**src/design/smp_pkg.sv**
```systemverilog
// Package for the stepper move pacer.
// Shared widths, command and register codes, state types and the config struct.
// No dependencies.
package smp_pkg;

    localparam int POS_W  = 12;
    localparam int TIME_W = 24;
    localparam int DLY_W  = 16;
    localparam int CFG_W  = 24;
    localparam int IDX_W  = 3;
    localparam int NEED_W = TIME_W + 1;
    localparam int PROD_W = 30;
    localparam int CNT_W  = $clog2(TIME_W);

    typedef enum logic [1:0] {
        CMD_TICK       = 2'd0,
        CMD_SET_TARGET = 2'd1,
        CMD_ZERO       = 2'd2,
        CMD_NOP        = 2'd3
    } t_cmd;

    typedef enum logic [IDX_W-1:0] {
        REG_STEP_DELAY  = 3'd0,
        REG_EDGE_EXTRA  = 3'd1,
        REG_EDGE_ZONE   = 3'd2,
        REG_CYCLE_TIME  = 3'd3,
        REG_TOTAL_STEPS = 3'd4
    } t_reg_idx;

    typedef enum logic [2:0] {
        ST_IDLE,
        ST_EXEC,
        ST_CMP,
        ST_DIV,
        ST_EMIT
    } t_state;

    typedef enum logic [2:0] {
        DV_IDLE,
        DV_MUL,
        DV_SUB,
        DV_DIV,
        DV_DONE
    } t_div_state;

    typedef struct packed {
        logic [DLY_W-1:0]  step_delay_us;
        logic [DLY_W-1:0]  edge_extra_delay_us;
        logic [POS_W-1:0]  edge_zone_steps;
        logic [TIME_W-1:0] cycle_time_us;
        logic [POS_W-1:0]  total_steps;
    } t_cfg;

    typedef struct packed {
        logic             step_pulse;
        logic             direction;
        logic [POS_W-1:0] position;
        logic             reset_line;
        logic             busy_res;
        logic             at_target;
    } t_result;

    function automatic logic [POS_W-1:0] pos_dist(input logic [POS_W-1:0] a,
                                                   input logic [POS_W-1:0] b);
        return (a > b) ? (a - b) : (b - a);
    endfunction

endpackage

```
**src/design/smp_in_if.sv**
```systemverilog
// Input item channel of the stepper move pacer: command and target.
// Depends on smp_pkg.
interface smp_in_if;
    logic                      valid;
    logic                      ready;
    logic [1:0]                command;
    logic [smp_pkg::POS_W-1:0] target;

    modport source (output valid, command, target, input ready);
    modport sink   (input valid, command, target, output ready);
endinterface

```
**src/design/smp_out_if.sv**
```systemverilog
// Result item channel of the stepper move pacer.
// Depends on smp_pkg.
interface smp_out_if;
    logic                      valid;
    logic                      ready;
    logic                      step_pulse;
    logic                      direction;
    logic [smp_pkg::POS_W-1:0] position;
    logic                      reset_line;
    logic                      busy_res;
    logic                      at_target;

    modport source (output valid, step_pulse, direction, position, reset_line,
                    busy_res, at_target, input ready);
    modport sink   (input valid, step_pulse, direction, position, reset_line,
                    busy_res, at_target, output ready);
endinterface

```
**src/design/smp_cfg_if.sv**
```systemverilog
// Configuration write channel of the stepper move pacer: register index and data.
// Depends on smp_pkg.
interface smp_cfg_if;
    logic                      valid;
    logic                      ready;
    logic [smp_pkg::IDX_W-1:0] index;
    logic [smp_pkg::CFG_W-1:0] data;

    modport source (output valid, index, data, input ready);
    modport sink   (input valid, index, data, output ready);
endinterface

```
**src/design/smp_xdiv.sv**
```systemverilog
// Extra delay unit: bit-serial multiply of the edge and distance terms, then a
// restoring divide of the remaining time by the distance, one bit per cycle.
// Depends on smp_pkg.
module smp_xdiv (
    input  logic                      i_clk,
    input  logic                      i_rst_n,
    input  logic                      i_start,
    input  logic [smp_pkg::POS_W-1:0] i_dist,
    input  smp_pkg::t_cfg             i_cfg,
    output logic                      o_done,
    output logic [smp_pkg::TIME_W-1:0] o_quot
);
    import smp_pkg::*;

    t_div_state r_state, n_state;

    logic [POS_W-1:0]  r_mq1, r_mq2, r_div, r_part;
    logic [PROD_W-1:0] r_mc1, r_mc2, r_acc;
    logic [TIME_W-1:0] r_rem;
    logic [CNT_W-1:0]  r_cnt;

    logic [PROD_W-1:0] w_cycle;
    logic              w_nonpos;
    logic [POS_W:0]    w_trial;
    logic              w_ge;

    assign w_cycle  = {{(PROD_W-TIME_W){1'b0}}, i_cfg.cycle_time_us};
    assign w_nonpos = (r_acc >= w_cycle);
    assign w_trial  = {r_part, r_rem[TIME_W-1]};
    assign w_ge     = (w_trial >= {1'b0, r_div});

    always_comb begin
        n_state = r_state;
        case (r_state)
            DV_IDLE: if (i_start) n_state = DV_MUL;
            DV_MUL:  if (r_cnt == CNT_W'(POS_W-1)) n_state = DV_SUB;
            DV_SUB:  n_state = w_nonpos ? DV_DONE : DV_DIV;
            DV_DIV:  if (r_cnt == CNT_W'(TIME_W-1)) n_state = DV_DONE;
            DV_DONE: n_state = DV_IDLE;
            default: n_state = DV_IDLE;
        endcase
    end

    always_comb begin
        o_done = (r_state == DV_DONE);
        o_quot = r_rem;
    end

    always_ff @(posedge i_clk) begin
        if (!i_rst_n) begin
            r_state <= DV_IDLE;
        end else begin
            r_state <= n_state;
        end
    end

    always_ff @(posedge i_clk) begin
        case (r_state)
            DV_IDLE: begin
                r_mq1 <= i_cfg.edge_zone_steps;
                r_mq2 <= i_dist;
                r_div <= i_dist;
                r_mc1 <= {{(PROD_W-DLY_W-1){1'b0}}, i_cfg.edge_extra_delay_us, 1'b0};
                r_mc2 <= {{(PROD_W-DLY_W){1'b0}}, i_cfg.step_delay_us};
                r_acc <= '0;
                r_cnt <= '0;
            end
            DV_MUL: begin
                r_acc <= r_acc + (r_mq1[0] ? r_mc1 : '0) + (r_mq2[0] ? r_mc2 : '0);
                r_mq1 <= r_mq1 >> 1;
                r_mq2 <= r_mq2 >> 1;
                r_mc1 <= r_mc1 << 1;
                r_mc2 <= r_mc2 << 1;
                r_cnt <= r_cnt + 1'b1;
            end
            DV_SUB: begin
                r_rem  <= w_nonpos ? '0 : (i_cfg.cycle_time_us - r_acc[TIME_W-1:0]);
                r_part <= '0;
                r_cnt  <= '0;
            end
            DV_DIV: begin
                r_part <= w_ge ? POS_W'(w_trial - {1'b0, r_div}) : w_trial[POS_W-1:0];
                r_rem  <= {r_rem[TIME_W-2:0], w_ge};
                r_cnt  <= r_cnt + 1'b1;
            end
            default: begin
                r_cnt <= r_cnt;
            end
        endcase
    end

    a_start_idle: assert property (@(posedge i_clk) disable iff (!i_rst_n)
        i_start |-> (r_state == DV_IDLE))
        else $error("extra delay unit started while busy");

    a_dist_nonzero: assert property (@(posedge i_clk) disable iff (!i_rst_n)
        i_start |-> (i_dist != '0))
        else $error("extra delay unit started with zero distance");

    a_part_below_div: assert property (@(posedge i_clk) disable iff (!i_rst_n)
        (r_state == DV_DIV) |-> (r_part < r_div))
        else $error("partial remainder not below divisor");

endmodule

```
**src/design/stepper_move_pacer.sv**
```systemverilog
// Stepper move pacer top level: command sequencer, move and zeroing state, config
// registers and a one-item output register. Depends on smp_pkg, the three
// channel interfaces and smp_xdiv.
//
// Each accepted item gives exactly one result item. A tick passes through the
// EXEC, CMP and EMIT states to the result register; zeroing, no-op and an
// ignored or zero-distance set-target pass through EXEC and EMIT only. A
// set-target with a nonzero distance waits in DIV for the extra delay unit: a
// bit-serial multiply, a subtract step, a restoring divide and a done step.
// When the remaining time is not positive the divide is skipped. A new item is
// accepted as soon as the previous one has been placed in the output register,
// even while that result still waits to be taken. Config writes are taken
// every cycle.
module stepper_move_pacer (
    input  logic      i_clk,
    input  logic      i_rst_n,
    smp_in_if.sink    i_in,
    smp_out_if.source o_out,
    smp_cfg_if.sink   i_cfg
);
    import smp_pkg::*;

    t_state r_state, n_state;

    t_cfg r_cfg;

    logic [POS_W-1:0]  r_cur, r_tgt_pos, r_start, r_zdone;
    logic              r_dir, r_zeroing, r_reset_out;
    logic [TIME_W-1:0] r_extra, r_elapsed;

    t_cmd              r_cmd;
    logic [POS_W-1:0]  r_tgt;
    logic [NEED_W-1:0] r_need;
    logic              r_zone;
    logic              r_pulse;

    logic    r_ovalid;
    t_result r_out;

    logic              w_in_ready, w_div_start, w_out_load, w_div_done;
    logic [TIME_W-1:0] w_quot;
    logic [POS_W-1:0]  w_dist, w_zdone_nx;
    logic [NEED_W-1:0] w_need;
    logic              w_due, w_step, w_zone;

    assign w_dist     = pos_dist(r_tgt, r_cur);
    assign w_zone     = (r_tgt_pos != '0) &&
                        ((pos_dist(r_cur, r_tgt_pos) < r_cfg.edge_zone_steps) ||
                         (pos_dist(r_start, r_cur) < r_cfg.edge_zone_steps));
    assign w_need     = r_need + (r_zone ? NEED_W'(r_cfg.edge_extra_delay_us) : '0);
    assign w_due      = ({1'b0, r_elapsed} >= w_need);
    assign w_step     = w_due && (r_zeroing || (r_cur != r_tgt_pos));
    assign w_zdone_nx = r_zdone + 1'b1;

    always_comb begin
        n_state = r_state;
        case (r_state)
            ST_IDLE: if (i_in.valid) n_state = ST_EXEC;
            ST_EXEC: begin
                case (r_cmd)
                    CMD_TICK:       n_state = ST_CMP;
                    CMD_SET_TARGET: n_state = (!r_zeroing && w_dist != '0) ? ST_DIV : ST_EMIT;
                    default:        n_state = ST_EMIT;
                endcase
            end
            ST_CMP:  n_state = ST_EMIT;
            ST_DIV:  if (w_div_done) n_state = ST_EMIT;
            ST_EMIT: if (!r_ovalid || o_out.ready) n_state = ST_IDLE;
            default: n_state = ST_IDLE;
        endcase
    end

    always_comb begin
        w_in_ready  = (r_state == ST_IDLE);
        w_div_start = (r_state == ST_EXEC) && (r_cmd == CMD_SET_TARGET) &&
                      !r_zeroing && (w_dist != '0);
        w_out_load  = (r_state == ST_EMIT) && (!r_ovalid || o_out.ready);
    end

    assign i_in.ready  = w_in_ready;
    assign i_cfg.ready = 1'b1;

    smp_xdiv u_xdiv (
        .i_clk   (i_clk),
        .i_rst_n (i_rst_n),
        .i_start (w_div_start),
        .i_dist  (w_dist),
        .i_cfg   (r_cfg),
        .o_done  (w_div_done),
        .o_quot  (w_quot)
    );

    always_ff @(posedge i_clk) begin
        if (!i_rst_n) begin
            r_state <= ST_IDLE;
        end else begin
            r_state <= n_state;
        end
    end

    // config registers
    always_ff @(posedge i_clk) begin
        if (!i_rst_n) begin
            r_cfg.step_delay_us       <= DLY_W'(1000);
            r_cfg.edge_extra_delay_us <= '0;
            r_cfg.edge_zone_steps     <= '0;
            r_cfg.cycle_time_us       <= '0;
            r_cfg.total_steps         <= POS_W'(4095);
        end else if (i_cfg.valid) begin
            case (t_reg_idx'(i_cfg.index))
                REG_STEP_DELAY:  r_cfg.step_delay_us       <= i_cfg.data[DLY_W-1:0];
                REG_EDGE_EXTRA:  r_cfg.edge_extra_delay_us <= i_cfg.data[DLY_W-1:0];
                REG_EDGE_ZONE:   r_cfg.edge_zone_steps     <= i_cfg.data[POS_W-1:0];
                REG_CYCLE_TIME:  r_cfg.cycle_time_us       <= i_cfg.data[TIME_W-1:0];
                REG_TOTAL_STEPS: r_cfg.total_steps         <= i_cfg.data[POS_W-1:0];
                default:         r_cfg <= r_cfg;
            endcase
        end
    end

    // move and zeroing state
    always_ff @(posedge i_clk) begin
        if (!i_rst_n) begin
            r_cur       <= '0;
            r_tgt_pos   <= '0;
            r_start     <= '0;
            r_dir       <= 1'b0;
            r_extra     <= '0;
            r_elapsed   <= '0;
            r_zdone     <= '0;
            r_zeroing   <= 1'b0;
            r_reset_out <= 1'b0;
        end else begin
            case (r_state)
                ST_EXEC: begin
                    case (r_cmd)
                        CMD_TICK: begin
                            if (r_elapsed != '1) r_elapsed <= r_elapsed + 1'b1;
                        end
                        CMD_SET_TARGET: begin
                            if (!r_zeroing) begin
                                r_tgt_pos <= r_tgt;
                                r_start   <= r_cur;
                                r_dir     <= !(r_tgt < r_cur);
                                if (w_dist == '0) r_extra <= '0;
                            end
                        end
                        CMD_ZERO: begin
                            if (!r_zeroing) begin
                                r_reset_out <= 1'b1;
                                r_zdone     <= '0;
                                if (r_cfg.total_steps == '0) begin
                                    r_cur     <= '0;
                                    r_dir     <= 1'b1;
                                    r_zeroing <= 1'b0;
                                end else begin
                                    r_dir     <= 1'b0;
                                    r_zeroing <= 1'b1;
                                end
                            end
                        end
                        default: r_elapsed <= r_elapsed;
                    endcase
                end
                ST_CMP: begin
                    if (w_step) begin
                        r_elapsed <= '0;
                        if (r_zeroing) begin
                            r_zdone <= w_zdone_nx;
                            if (w_zdone_nx >= r_cfg.total_steps) begin
                                r_cur     <= '0;
                                r_dir     <= 1'b1;
                                r_zeroing <= 1'b0;
                            end
                        end else if (r_dir) begin
                            r_cur <= r_cur + 1'b1;
                        end else begin
                            r_cur <= r_cur - 1'b1;
                        end
                    end
                end
                ST_DIV: begin
                    if (w_div_done) r_extra <= w_quot;
                end
                default: r_extra <= r_extra;
            endcase
        end
    end

    // per-item scratch
    always_ff @(posedge i_clk) begin
        if (w_in_ready && i_in.valid) begin
            r_cmd <= t_cmd'(i_in.command);
            r_tgt <= i_in.target;
        end
        if (r_state == ST_EXEC) begin
            r_pulse <= 1'b0;
            r_need  <= NEED_W'(r_cfg.step_delay_us) + NEED_W'(r_extra);
            r_zone  <= w_zone;
        end else if (r_state == ST_CMP) begin
            r_pulse <= w_step;
        end
    end

    // output register
    always_ff @(posedge i_clk) begin
        if (!i_rst_n) begin
            r_ovalid <= 1'b0;
        end else if (w_out_load) begin
            r_ovalid <= 1'b1;
        end else if (o_out.ready) begin
            r_ovalid <= 1'b0;
        end
    end

    always_ff @(posedge i_clk) begin
        if (w_out_load) begin
            r_out.step_pulse <= r_pulse;
            r_out.direction  <= r_dir;
            r_out.position   <= r_cur;
            r_out.reset_line <= r_reset_out;
            r_out.busy_res   <= r_zeroing;
            r_out.at_target  <= (r_cur == r_tgt_pos);
        end
    end

    assign o_out.valid      = r_ovalid;
    assign o_out.step_pulse = r_out.step_pulse;
    assign o_out.direction  = r_out.direction;
    assign o_out.position   = r_out.position;
    assign o_out.reset_line = r_out.reset_line;
    assign o_out.busy_res   = r_out.busy_res;
    assign o_out.at_target  = r_out.at_target;

    a_zero_holds_pos: assert property (@(posedge i_clk) disable iff (!i_rst_n)
        r_zeroing |=> (r_cur == $past(r_cur)) || ((r_cur == '0) && !r_zeroing))
        else $error("position moved during zeroing");

    a_reset_line_sticky: assert property (@(posedge i_clk) disable iff (!i_rst_n)
        r_reset_out |=> r_reset_out)
        else $error("reset line dropped");

    a_zero_end: assert property (@(posedge i_clk) disable iff (!i_rst_n)
        ($fell(r_zeroing) && $past(i_rst_n)) |-> (r_dir && (r_cur == '0)))
        else $error("zeroing ended without home position");

    a_pulse_on_tick: assert property (@(posedge i_clk) disable iff (!i_rst_n)
        ((r_state == ST_EMIT) && r_pulse) |-> (r_cmd == CMD_TICK))
        else $error("step pulse on a non-tick item");

endmodule
```
**src/flat_wrapper.sv**
```systemverilog
// flat-port wrapper written by rule: the top's interface ports become plain ports
module stepper_move_pacer_flat import smp_pkg::*;
  (i_clk, i_rst_n, i_in_valid, i_in_command, i_in_target, i_in_ready, o_out_valid, o_out_step_pulse, o_out_direction, o_out_position, o_out_reset_line, o_out_busy_res, o_out_at_target, o_out_ready, i_cfg_valid, i_cfg_index, i_cfg_data, i_cfg_ready);
  smp_in_if i_in_i ();
  smp_out_if o_out_i ();
  smp_cfg_if i_cfg_i ();
  input  logic i_clk;
  input  logic i_rst_n;
  input wire logic [$bits(i_in_i.valid)-1:0] i_in_valid;
  input wire logic [$bits(i_in_i.command)-1:0] i_in_command;
  input wire logic [$bits(i_in_i.target)-1:0] i_in_target;
  output wire logic [$bits(i_in_i.ready)-1:0] i_in_ready;
  output wire logic [$bits(o_out_i.valid)-1:0] o_out_valid;
  output wire logic [$bits(o_out_i.step_pulse)-1:0] o_out_step_pulse;
  output wire logic [$bits(o_out_i.direction)-1:0] o_out_direction;
  output wire logic [$bits(o_out_i.position)-1:0] o_out_position;
  output wire logic [$bits(o_out_i.reset_line)-1:0] o_out_reset_line;
  output wire logic [$bits(o_out_i.busy_res)-1:0] o_out_busy_res;
  output wire logic [$bits(o_out_i.at_target)-1:0] o_out_at_target;
  input wire logic [$bits(o_out_i.ready)-1:0] o_out_ready;
  input wire logic [$bits(i_cfg_i.valid)-1:0] i_cfg_valid;
  input wire logic [$bits(i_cfg_i.index)-1:0] i_cfg_index;
  input wire logic [$bits(i_cfg_i.data)-1:0] i_cfg_data;
  output wire logic [$bits(i_cfg_i.ready)-1:0] i_cfg_ready;
  assign i_in_i.valid = i_in_valid;
  assign i_in_i.command = i_in_command;
  assign i_in_i.target = i_in_target;
  assign i_in_ready = i_in_i.ready;
  assign o_out_valid = o_out_i.valid;
  assign o_out_step_pulse = o_out_i.step_pulse;
  assign o_out_direction = o_out_i.direction;
  assign o_out_position = o_out_i.position;
  assign o_out_reset_line = o_out_i.reset_line;
  assign o_out_busy_res = o_out_i.busy_res;
  assign o_out_at_target = o_out_i.at_target;
  assign o_out_i.ready = o_out_ready;
  assign i_cfg_i.valid = i_cfg_valid;
  assign i_cfg_i.index = i_cfg_index;
  assign i_cfg_i.data = i_cfg_data;
  assign i_cfg_ready = i_cfg_i.ready;
  stepper_move_pacer u_core (.i_clk(i_clk), .i_rst_n(i_rst_n), .i_in(i_in_i), .o_out(o_out_i), .i_cfg(i_cfg_i));
endmodule
```
**config.mk**
```make
export PLATFORM = sky130hd
export DESIGN_NAME = stepper_move_pacer_flat
export DESIGN_NICKNAME = d
export VERILOG_FILES = /design/src/design/smp_pkg.sv /design/src/design/smp_in_if.sv /design/src/design/smp_out_if.sv /design/src/design/smp_cfg_if.sv /design/src/design/smp_xdiv.sv /design/src/design/stepper_move_pacer.sv /design/src/flat_wrapper.sv
export SDC_FILE = /design/constraint.sdc
export NUM_CORES = 1
export LEC_CHECK = 0
export BUFFER_PORTS_ARGS = -buffer_cell sky130_fd_sc_hd__buf_2
export CELL_PAD_IN_SITES_DETAIL_PLACEMENT = 1
export CELL_PAD_IN_SITES_GLOBAL_PLACEMENT = 1
export CORE_UTILIZATION = 48
export CTS_CLUSTER_SIZE = 24
export DETAILED_ROUTE_END_ITERATION = 7
export PLACE_DENSITY_LB_ADDON = 0.12
export SETUP_SLACK_MARGIN = 0.02
export SLEW_MARGIN = 40
export SYNTH_ARGS = -nofsm -noshare
export SYNTH_HDL_FRONTEND = slang
export SYNTH_SLANG_ARGS = --single-unit
```
**constraint.sdc**
```tcl
create_clock -name i_clk -period 10.8 [get_ports i_clk]
set_input_delay 1.08 -clock i_clk [delete_from_list [all_inputs] [get_ports i_clk]]
set_output_delay 1.08 -clock i_clk [all_outputs]
set_load 0.1 [all_outputs]
```
==> summary.md <==
| Metric | Value |
|---|---|
| Synth Register Bits | slightly above 400 |
| Max Fclk | around 0.16 GHz |
| Clk slew on worst S/H paths | 0.07 ns |
| Crit-path max FO | 16 |
| Setup crit end kind | flop |
| Leakage | roughly 13 nW |
| CP required | 11.30 ns |
| PwrDens | 210 mW/mm^2 |
| # port buffers | 64 |
| Synth Cell Area | between 0.02 and 0.03 mm^2 |
| Max-slew headroom | 43.9% |
| Nets | roughly 3400 |
| Drt via density | between 5 and 6 |
| Area growth, synth to finish | 10.6% |
| Final setup fails | 0 |
| Final Max Tran Viols | 0 |
| Fill count | 6522 |
| Mean Syn Cell Area | between 9 and 10 um^2 |
| Syn Nets | 3358 |
| Post-CTS Resized | 0 |
| Critical Path Start Type | flop |
| Core Box Area | approximately 0.056 mm^2 |
| Async set-reset flop share out of synthesis | 0% |
| Num rows | between 80 and 90 |
| Final wirelength | between 80000 and 90000 um |
| Hold Violations, Final | 0 |
| Antenna viol nets, final | 0 |
| Synth warn | 0 |
| Root Buffer | clkbuf_16 |
| Sequential cell area | roughly 0.010 mm^2 |
| Post-DP HPWL | 61000 um |
| Post-synth top area share | 24.5% |
| EDFF count, synth | between 200 and 250 |
| Later-pin clock latency in the skew report | 0.61 ns |
| Boundary Pins | 66 |
| Die area | 0.0579 mm^2 |
| First-pass GRT wire length | roughly 130000 um |
| Synth area leader | edfxtp_1 |
| Setup tns final | 0 ns |
| CTS tree | built |
| CTS buffer count | 50 |
| Initial antenna violation count | 3 |
| Chip Width | ~240 um |
| Vias | 22500 |
| Share of the yosys chip area belonging to registers | approximately two fifths |
| Setup Buffers After CTS | 0 |
| GRT overflow | 0 |
| Fraction of layout cells with a size suffix above 1 | slightly below 9% |
| Ranking of synthesized cells by area | edfxtp_1, dfxtp_1, ha_1 |
| Pin count of the biggest net entering global routing | slightly below 80 |
| RSZ-0062 raised after global routing | false |
| WS Path Type | reg2reg |
| Routability cong. | approximately 0.89 |
| Arr. time, crit path | slightly below 7 ns |
| Gate Count Post-Synth | 3012 |
| HP Class | reg2reg |
| Worst clock skew | roughly 0.017 ns |
| MaxCap Viol Count | 0 |
| Area occupied by multi-input gates | 0.0157 mm^2 |
| Routed len/inst | 21.6 um |
| Worst VDD drop | between 0.15 and 0.2 mV |
| Vias in the first global route | 23500 |
| Max H-tree Level | 2 |
| Run status | finished, final reports clean |
| Final min period | around 6.4 ns |
| Initial Util | between 40% and 50% |
| Count of different cell masters after synthesis | between 90 and 100 |
| Period utilization | between 50% and 60% |
| Gr usage total | between 20% and 30% |
| Worst Tran Pin Value | around 0.84 ns |
| CTS Buffer Depth | 3 |
| DR pass1 iterations | 5 |
| Clock sink total | 410 |
| DRC | 0 |
| CTS Hold Bufs | 0 |
| Top_reg_cell synth | edfxtp_1 |
| Placed Area | 0.0284 mm^2 |
| Final instance area | roughly 0.03 mm^2 |
| Initial DRC count | 1300 |
| Die H | between 200 and 250 um |
## sequential cells by signal, indices dropped and copies added (netlist names), 3 cells and up
register,count
u_core.r_cfg,80
u_core.u_xdiv.r_state,3
u_core.u_xdiv.r_mq2,12
u_core.u_xdiv.r_mc1,29
u_core.r_tgt,12
u_core.r_extra,24
u_core.r_cur,12
u_core.r_zdone,12
u_core.u_xdiv.r_mc2,30
u_core.r_tgt_pos,12
u_core.r_need,25
u_core.u_xdiv.o_quot,24
u_core.o_out.position,12
u_core.u_xdiv.r_div,12
u_core.u_xdiv.r_mq1,12
u_core.u_xdiv.r_cnt,5
u_core.r_start,12
u_core.r_state,3
u_core.u_xdiv.r_part,12
u_core.u_xdiv.r_acc,30
u_core.r_elapsed,24
## per-layer routing
| layer | track usage (%) | share of wire, % | up-vias |
|---|---|---|---|
| met5 | 0 | 0.016 | - |
| met4 | 11.4 | 3.7 | 2 |
| met3 | 3.72 | 3.6 | 143 |
| met2 | 50.0 | 49 | 393 |
| met1 | 36.5 | 44 | 11300 |
| li1 | - | - | 10700 |
## cell usage in the layout, fill, tap and decap left out, types with 39 or more instances in the layout
cell type / count
a21o_1: 69
inv_1: 203
nor3_1: 39
dfxtp_1: 187
o21ai_0: 119
clkbuf_16: 57
and2_1: 117
edfxtp_1: 223
fa_1: 40
xnor2_1: 79
and3_1: 41
nor2_1: 169
nand2_1: 455
nand3_1: 60
ha_1: 260
a21oi_1: 292
xor2_1: 64
buf_2: 64
## final cells by class
cell class,instances,area share [%]
clock inverter,28,0.953
timing repair buffer,93,1.92
multi-input combinational,2279,51.9
inverter,206,2.57
clock buffer,66,4.97
antenna,2,0.0166
sequential,410,34.6
tap,756,3.13
## through the flow
| step | hold WS (ns) | setup slack [ns] | utilization (%) | cells | total power, W |
|---|---|---|---|---|---|
| 2_1_floorplan | 0.408 | 5.01 | - | 3012 | 0.00379 |
| 3_3_place_gp | 0.436 | 4.78 | 50.3 | 3741 | 0.00439 |
| 3_5_place_dp | 0.444 | 4.45 | 50.4 | 3743 | 0.00451 |
| 4_1_cts | 0.460 | 4.37 | 53.6 | 3837 | 0.00638 |
| 5_1_grt | 0.471 | 3.84 | 53.7 | 3839 | 0.00668 |
| 6_report | 0.448 | 4.40 | 53.7 | 3840 | 0.00635 |
## final timing paths
check                                  startpoint                                 to  slack, ns  cells past startpoint
setup / recovery          u_core.r_zone$_DFFE_PP_  u_core.r_elapsed[22]$_SDFFE_PN0P_       4.40                     24
hold / removal    u_core.r_reset_out$_SDFFE_PN0P_  u_core.o_out.reset_line$_DFFE_PP_       0.45                      0
setup reg to reg          u_core.r_zone$_DFFE_PP_  u_core.r_elapsed[22]$_SDFFE_PN0P_       4.40                     24
hold reg to reg   u_core.r_reset_out$_SDFFE_PN0P_  u_core.o_out.reset_line$_DFFE_PP_       0.45                      0
## synthesized netlist by cell type, drive strengths merged, types with 9 or more instances
cell type and count:
ha 260, a21oi 294, a211o 9, nand4 18
fa 40, xnor2 79, nand2 457, inv 206
clkbuf 100, nor3 42, o21ai 121, nand3 62
buf 17, nor2b 30, xor2 65, and3 48
a211oi 18, or3 13, dfxtp 187, nand2b 26
a21boi 10, and2 118, or2 9, edfxtp 223
o21bai 13, nor2 173, mux2i 36, o31ai 31
o21a 35, nor4 14, mux2 13, o211ai 21
and4 10, a31oi 24, a2111oi 33, a21o 69
## power breakdown
part	total (W)	switching, W	internal (W)
sequential	0.00222	0.000188	0.00203
clock	0.00182	0.000722	0.00110
combinational	0.00231	0.00146	0.000841
total	0.00635	0.00237	0.00398
## worst max-delay path, cell delays in order, from the launching register on
cell	delay [ns]
edfxtp_1	0.57
nand2_1	0.20
inv_1	0.06
ha_1	0.27
a21o_1	0.19
a21oi_1	0.25
o21ai_0	0.17
o41ai_1	0.56
o31ai_1	0.26
o41a_1	0.38
a21oi_1	0.24
o21ai_0	0.25
nand2_1	0.15
xor2_1	0.16
ha_1	0.16
a21o_1	0.11
a21oi_1	0.06
o21ai_0	0.28
o221ai_1	0.16
a211o_1	0.32
a211oi_1	0.33
o211ai_1	0.34
nand3_1	0.54
nand3_1	0.15
o21a_1	0.13
## cells by family after synthesis
logic type | count (synthesis) | synth area share (%)
AND/OR/NAND/NOR | 1032 | 17.8
AO/OA/AOI/OAI | 753 | 17.9
flip-flops | 410 | 38.2
buffers and inverters | 323 | 4.70
adder cells (fa/ha/maj) | 300 | 14.8
XOR/XNOR | 144 | 4.62
multiplexers | 49 | 1.87
other | 1 | 0.0137
Note: power is estimated with default switching activity, not from simulation.
